## src/design/sas_pkg.sv

```systemverilog
package sas_pkg;

    // Script store geometry. The play position is an 8-bit value and the store
    // is addressed at the position modulo the depth, which with a depth of
    // 2**ADDR_W is the position itself.
    localparam int ADDR_W       = 8;
    localparam int SCRIPT_DEPTH = 2 ** ADDR_W;
    localparam int DATA_W       = 16;
    localparam int ENTRY_W      = 2 * DATA_W;

    // Number of script entries examined in one word before the walk gives up.
    localparam int MAX_WALK = 16;
    localparam int STEP_W   = (MAX_WALK > 2) ? $clog2(MAX_WALK) : 1;

    localparam logic [DATA_W-1:0] WHOLE_FRAME   = 16'h0100;
    localparam logic [DATA_W-1:0] FRACTION_MASK = 16'h00FF;
    localparam logic [DATA_W-1:0] CODE_LOOP     = 16'hFFFF;
    localparam logic [DATA_W-1:0] CODE_DELETE   = 16'h0001;
    localparam logic [DATA_W-1:0] CODE_HOLD     = 16'h0000;
    localparam logic [DATA_W-1:0] SPEED_RESET   = 16'h0100;

    typedef enum logic [1:0] {
        FUNC_LOAD  = 2'd0,
        FUNC_START = 2'd1,
        FUNC_TICK  = 2'd2,
        FUNC_STOP  = 2'd3
    } t_func;

    typedef struct packed {
        logic running;
        logic new_frame;
        logic deleted;
        logic walk_limit;
    } t_flags;

    typedef struct packed {
        logic   capture;     // latch the input word
        logic   mem_write;   // write the captured entry into the store
        logic   start_init;  // set up position, loop start and timers
        logic   rate_load;   // latch the step rate
        logic   rate_whole;  // rate is one whole frame instead of speed
        logic   step_clr;
        logic   step_inc;
        logic   cd_dec;      // count the frame countdown down
        logic   pos_inc;
        logic   pos_loop;    // jump back to the loop start
        logic   mem_read;
        logic   mul_load;
        logic   acc_short;   // keep the sum, no whole frame reached
        logic   frame_take;  // show the entry's frame and restart the countdown
        logic   clr_active;
        logic   out_load;
        t_flags out_flags;
    } t_dp_cmd;

    typedef struct packed {
        t_func func;
        logic  active;
        logic  speed_zero;
        logic  cd_zero;
        logic  cd_one;
        logic  dur_zero;
        logic  fr_loop;
        logic  fr_delete;
        logic  fr_hold;
        logic  sum_small;
        logic  step_last;
        logic  out_free;
    } t_dp_status;

endpackage

```

## src/design/sas_ctrl.sv

```systemverilog
module sas_ctrl (
    input  logic                i_clk,
    input  logic                i_rst_n,
    input  logic                i_in_valid,
    output logic                o_in_ready,
    input  sas_pkg::t_dp_status i_status,
    output sas_pkg::t_dp_cmd    o_cmd
);
    import sas_pkg::*;

    typedef enum logic [2:0] {
        ST_IDLE,
        ST_CMD,
        ST_READ,
        ST_MUL,
        ST_EVAL,
        ST_FIN
    } t_state;

    t_state r_state, n_state;
    t_flags r_flags, n_flags;

    always_ff @(posedge i_clk) begin
        if (!i_rst_n) begin
            r_state <= ST_IDLE;
            r_flags <= '0;
        end else begin
            r_state <= n_state;
            r_flags <= n_flags;
        end
    end

    always_comb begin
        n_state   = r_state;
        n_flags   = r_flags;
        o_cmd     = '0;
        o_cmd.out_flags = r_flags;
        o_in_ready = (r_state == ST_IDLE);

        unique case (r_state)
            ST_IDLE: begin
                if (i_in_valid) begin
                    o_cmd.capture = 1'b1;
                    n_state       = ST_CMD;
                end
            end
            ST_CMD: begin
                n_flags = '0;
                n_state = ST_FIN;
                unique case (i_status.func)
                    FUNC_LOAD: begin
                        o_cmd.mem_write = 1'b1;
                        n_flags.running = i_status.active;
                    end
                    FUNC_START: begin
                        o_cmd.start_init = 1'b1;
                        o_cmd.rate_load  = 1'b1;
                        o_cmd.rate_whole = 1'b1;
                        o_cmd.step_clr   = 1'b1;
                        n_state          = ST_READ;
                    end
                    FUNC_TICK: begin
                        o_cmd.rate_load = 1'b1;
                        o_cmd.step_clr  = 1'b1;
                        n_flags.running = i_status.active;
                        if (i_status.active && !i_status.speed_zero) begin
                            if (i_status.cd_zero) begin
                                n_state = ST_READ;
                            end else begin
                                o_cmd.cd_dec = 1'b1;
                                // The countdown expiring moves on to the next entry.
                                if (i_status.cd_one) begin
                                    o_cmd.pos_inc = 1'b1;
                                    n_state       = ST_READ;
                                end
                            end
                        end
                    end
                    FUNC_STOP: begin
                        o_cmd.clr_active = 1'b1;
                        n_flags.deleted  = i_status.active;
                    end
                    default: begin
                    end
                endcase
            end
            ST_READ: begin
                o_cmd.mem_read = 1'b1;
                n_state        = ST_MUL;
            end
            ST_MUL: begin
                o_cmd.mul_load = 1'b1;
                n_state        = ST_EVAL;
            end
            ST_EVAL: begin
                n_flags         = '0;
                n_flags.running = 1'b1;
                n_state         = ST_FIN;
                if (i_status.dur_zero && i_status.fr_delete) begin
                    o_cmd.clr_active = 1'b1;
                    n_flags.running  = 1'b0;
                    n_flags.deleted  = 1'b1;
                end else if (i_status.dur_zero && i_status.fr_hold) begin
                    n_flags.running = 1'b0;
                end else if (!(i_status.dur_zero && i_status.fr_loop)
                             && !i_status.sum_small) begin
                    o_cmd.frame_take  = 1'b1;
                    n_flags.new_frame = 1'b1;
                end else begin
                    // A loop code or a step short of a whole frame keeps walking.
                    if (i_status.dur_zero && i_status.fr_loop) begin
                        o_cmd.pos_loop = 1'b1;
                    end else begin
                        o_cmd.acc_short = 1'b1;
                        o_cmd.pos_inc   = 1'b1;
                    end
                    if (i_status.step_last) begin
                        n_flags.walk_limit = 1'b1;
                    end else begin
                        o_cmd.step_inc = 1'b1;
                        n_state        = ST_READ;
                    end
                end
            end
            ST_FIN: begin
                if (i_status.out_free) begin
                    o_cmd.out_load = 1'b1;
                    n_state        = ST_IDLE;
                end
            end
            default: begin
                n_state = ST_IDLE;
            end
        endcase
    end

endmodule

```

## config.mk

```make
export PLATFORM = sky130hd
export DESIGN_NAME = sas_ctrl
export DESIGN_NICKNAME = d
export VERILOG_FILES = /design/src/design/sas_pkg.sv /design/src/design/sas_ctrl.sv
export SDC_FILE = /design/constraint.sdc
export NUM_CORES = 1
export LEC_CHECK = 0
export BUFFER_PORTS_ARGS = -buffer_cell sky130_fd_sc_hd__buf_2
export CORE_MARGIN = 10
export CORE_UTILIZATION = 38
export DETAILED_ROUTE_END_ITERATION = 8
export GPL_TIMING_DRIVEN = 1
export PLACE_DENSITY_LB_ADDON = 0.1
export SYNTH_ARGS = -nofsm -noshare
export SYNTH_HDL_FRONTEND = slang
export SYNTH_SLANG_ARGS = --single-unit
```

## constraint.sdc

```tcl
create_clock -name i_clk -period 1.3 [get_ports i_clk]
set_input_delay 0.065 -clock i_clk [delete_from_list [all_inputs] [get_ports i_clk]]
set_output_delay 0.065 -clock i_clk [all_outputs]
set_load 0.05 [all_outputs]
```

Word level (Yosys, flattened, before mapping)
Index checks and enable logic that the tools add are counted.
{"block": "op_classes", "n_eq_ne": 10, "muxes": 57, "n_reduce_logical": 14}
{"operator": "2-to-1 mux 1 bit", "n": 33}
{"operator": "2-to-1 mux 3 bit", "n": 9}
{"operator": "2-to-1 mux 2 bit", "n": 9}
{"operator": "case mux 3 bit (6 select lines)", "n": 1}
{"operator": "case mux 4 bit (2 select lines)", "n": 1}
{"operator": "== test 3 x 2 -> 1 bit, second input constant", "n": 2}
{"operator": "== test 3 bit, second input constant", "n": 2}
{"operator": "case mux 3 bit (2 select lines)", "n": 1}
{"operator": "logical AND 1 bit", "n": 5}
{"operator": "2-to-1 mux 5 bit", "n": 1}
{"operator": "== test 2 bit, second input constant", "n": 2}
{"operator": "inequality test 2 bit, second input constant", "n": 2}
{"operator": "case mux 1 bit (2 select lines)", "n": 2}
{"operator": "OR reduction 2 bit", "n": 2}
{"operator": "== test 3 x 1 -> 1 bit, second input constant", "n": 1}
{"operator": "zero test 1 bit", "n": 3}
{"operator": "zero test 3 bit", "n": 1}
{"operator": "== test 2 x 1 -> 1 bit, second input constant", "n": 1}
{"operator": "zero test 2 bit", "n": 1}
{"operator": "AND reduction 2 bit", "n": 1}
{"operator": "nonzero test 2 bit", "n": 1}
{"block": "word_totals", "ff_bits": 7, "inputBits": 16, "output_inout_bits": 21, "word_cells": 86}

Longest topological paths before layout
{"block": "logic_depth", "ltp_word": 7, "mapped_depth": 6, "depth_no_buf": 6}

Worst setup path after synthesis
Ideal clock, no wire load.
{"block": "synth_timing", "path_type": "flip-flop to output port", "start": "register r_state[1]", "end": "output o_cmd[19] in the netlist's numbering", "arrival_time_ns": 2.183, "required_time_ns": 1.235, "setup_slack_ns": -0.948, "stages_incl_launch_ff": 4, "cell_sequence": "dfxtp_1 > clkbuf_1 > nor3_1 > and2_1"}
{"item": "start, declared", "line_no": "sas_ctrl.sv:20", "text": "t_state r_state, n_state;"}
{"item": "start signal, assigned", "line_no": "sas_ctrl.sv:28", "text": "r_state <= n_state;"}
{"item": "end, declared", "line_no": "sas_ctrl.sv:7", "text": "output sas_pkg::t_dp_cmd o_cmd"}

==> results.json <==
{
  "outcome": "finished with violations",
  "violations": "negative setup slack",
  "worstHoldPathType": "in2reg",
  "finalSetupViolCount": 17,
  "worstPathMaxFanout": 3,
  "max_freq_mhz": 672,
  "cts_buffers": 3,
  "route.detailed.drc": 0,
  "max-slew-margin-rel_pct": 80.3,
  "synth_fp_nets": 98,
  "io_pins": 37,
  "placed_area_um2": 971,
  "die_w_um": 61.1,
  "criticalPathCategory": "reg2out",
  "die_h_um": 61.1,
  "fin_area_um2": 1310,
  "finalPower_mw": 1.24,
  "coreArea_um2": 1560,
  "synthesis.area_um2": 643,
  "clk_pin_slew_ns": 0.05,
  "ys_seq_area_share_pct": 21.8,
  "synth_warnings": 0,
  "avgSynthCellArea_um2": 8.25,
  "synth_cell_type_count": 34,
  "clk_path_buf_depth": 2,
  "num_rows": 14,
  "rsz0062_at_grt": "true",
  "viasPerCell": 5.42,
  "vias": 824,
  "hold_viol": 0,
  "ant_nets": 0,
  "gp_congestion": 0.782,
  "p_per_area_nw_per_um2": 949,
  "fin_util_pct": 84.1,
  "worstPathRequired_ns": 1.24,
  "final_net_count": 157,
  "hold_slack_ns": 0.124,
  "cts-root-buf": "clkbuf_4",
  "grtUsageTotal_pct": 13.1,
  "skew_ns": 0.000584,
  "antenna_found_initial": 0,
  "final_common_cell": "buf_4",
  "fin_ws_ns": -0.189,
  "fill_cells": 91,
  "drv_slew": 0,
  "drtIter0Drc": 20,
  "die_area_um2": 3740,
  "vdd_drop_max_v": 0.000722,
  "leakagePower_nw": 0.632,
  "io_buffer_count": 36,
  "cp-end-kind": "primary output",
  "maxCapViolations": 0,
  "stdcell_count": 152,
  "finalCritPeriodShare_pct": 115,
  "cts-hold-fix-buffers": 0,
  "grt_pass1_vias": 849,
  "startpoint_type": "flip-flop",
  "drive_above_1_share_pct": 72.8,
  "layout_min_cycle_time_ns": 1.49,
  "tightest_slew_ns": 0.296,
  "h-tree-depth": 1,
  "area_growth_pct": 104,
  "final_cell_mix": "buf_4 (22), buf_2 (19), buf_6 (10), buf_8 (9), and2_4 (6)",
  "cts_tree": "done",
  "routed_wl_mm": 2.63,
  "num_antenna_cells": 0,
  "clock_latency_ns": 0.24,
  "start_util_pct": 41.3,
  "syn_inst": 78,
  "clock_sinks": 7,
  "ys_ff_latch": 7,
  "grt_overflow": 0,
  "grt_max_degree": 8,
  "place_hpwl_mm": 1.74,
  "grt_first_pass_wirelength_mm": 3.80,
  "wl_per_cell_um": 17.3,
  "firstDrtPassIters": 4,
  "dp.cells": 139,
  "critPathArrivalTime_ns": 1.42
}
what timing repair did:
item | CTS | global route
resized for setup | 55 | 20
endpoints found under the setup margin | 20 | 23
buffers inserted | 10 | 2
pin swaps | 11 | 5
cloned | 0 | 0
layer usage:
layer  up-vias  global-route usage, %  routed length (um)
li1        396                      -                   -
met1       390                   13.6                 975
met2        32                   24.7                1370
met3         6                   3.91                 230
met4         0                   3.58                  57
met5         -                      0                   0
cell families (layout without fill, tap and decap cells):
kind of cell               Yosys count  in the layout  synth area share [%]
AOI/OAI and AO/OA                   22             22                  25.9
and+or+nand+nor                     35             35                  36.2
buffers and inverters               10             68                  8.36
adders and majority gates            4              4                  7.78
DFF                                  7              7                  21.8
flip-flops by register name (all words and copies together), names as in the netlist:
name     flops
o_cmd        4
r_state      3
where the power goes:
group	total (mW)	internal [mW]	switching (mW)	leakage [nW]
Sequential	0.268	0.241	0.0272	0.0590
Clock	0.186	0.116	0.0700	0.0150
Combinational	0.789	0.356	0.434	0.558
cell usage after synthesis:
| master | instances | area, um^2 |
|---|---|---|
| dfxtp_1 | 7 | 140 |
| a22oi_1 | 2 | 15.0 |
| o21ai_1 | 1 | 5.00 |
| o2111a_1 | 1 | 11.3 |
| o21a_4 | 1 | 15.0 |
| a21o_1 | 2 | 15.0 |
| o21a_1 | 2 | 15.0 |
| o21ai_0 | 4 | 20.0 |
| nor2_1 | 5 | 18.8 |
| a21oi_1 | 3 | 15.0 |
| nor3b_2 | 2 | 25.0 |
| nand2b_1 | 3 | 18.8 |
| or4_1 | 1 | 7.51 |
| inv_1 | 4 | 15.0 |
| nand2_1 | 5 | 18.8 |
| and3_2 | 1 | 7.51 |
| o21ba_1 | 1 | 10.0 |
| nor3_1 | 2 | 10.0 |
| o21bai_1 | 1 | 7.51 |
| nor3_4 | 1 | 16.3 |
| nand3b_1 | 1 | 7.51 |
| and2_1 | 6 | 37.5 |
| and2_2 | 1 | 7.51 |
| a32oi_1 | 2 | 17.5 |
| and2b_1 | 1 | 7.51 |
| nor3b_4 | 1 | 18.8 |
| buf_4 | 4 | 30.0 |
| ha_1 | 4 | 50.1 |
| clkbuf_1 | 1 | 3.75 |
| nor4_1 | 2 | 12.5 |
| nor2b_1 | 3 | 18.8 |
| o221a_2 | 1 | 11.3 |
| o221ai_1 | 1 | 8.76 |
| clkbuf_2 | 1 | 5.00 |
final timing paths:
check | from | end | slack (ns) | cells after the start
setup / recovery | r_state[0] | o_cmd[10] | -0.19 | 4
hold reg to reg | o_cmd[3] | o_cmd[3] | 0.50 | 2
setup reg to reg | r_state[0] | o_cmd[1] | -0.12 | 5
hold / removal | i_rst_n | r_state[1] | 0.12 | 2
worst max-delay path, stage by stage (launching register included):
cell and delay [ns]:
dfxtp_2 0.34, buf_6 0.13, buf_4 0.14, nor4_2 0.31, buf_4 0.26
metrics by stage:
step	worst slack (ns)	setup TNS (ns)
finish	-0.189	-1.45
global placement	-0.0419	-0.147
detailed placement	-0.0630	-0.219
global route	-0.241	-2.67
floorplan	-0.264	-1.04
CTS	-0.145	-1.13
area by class of cell:
class / count / area, um^2 / area share [%]
clock buffers: 4 / 26.3 / 2.00
inverters: 4 / 15.0 / 1.15
multi-input cells: 61 / 593 / 45.2
flip-flops and latches: 7 / 149 / 11.4
well taps: 16 / 20.0 / 1.53
repair buffers: 60 / 508 / 38.7
Power figures use the tool's default switching activity.
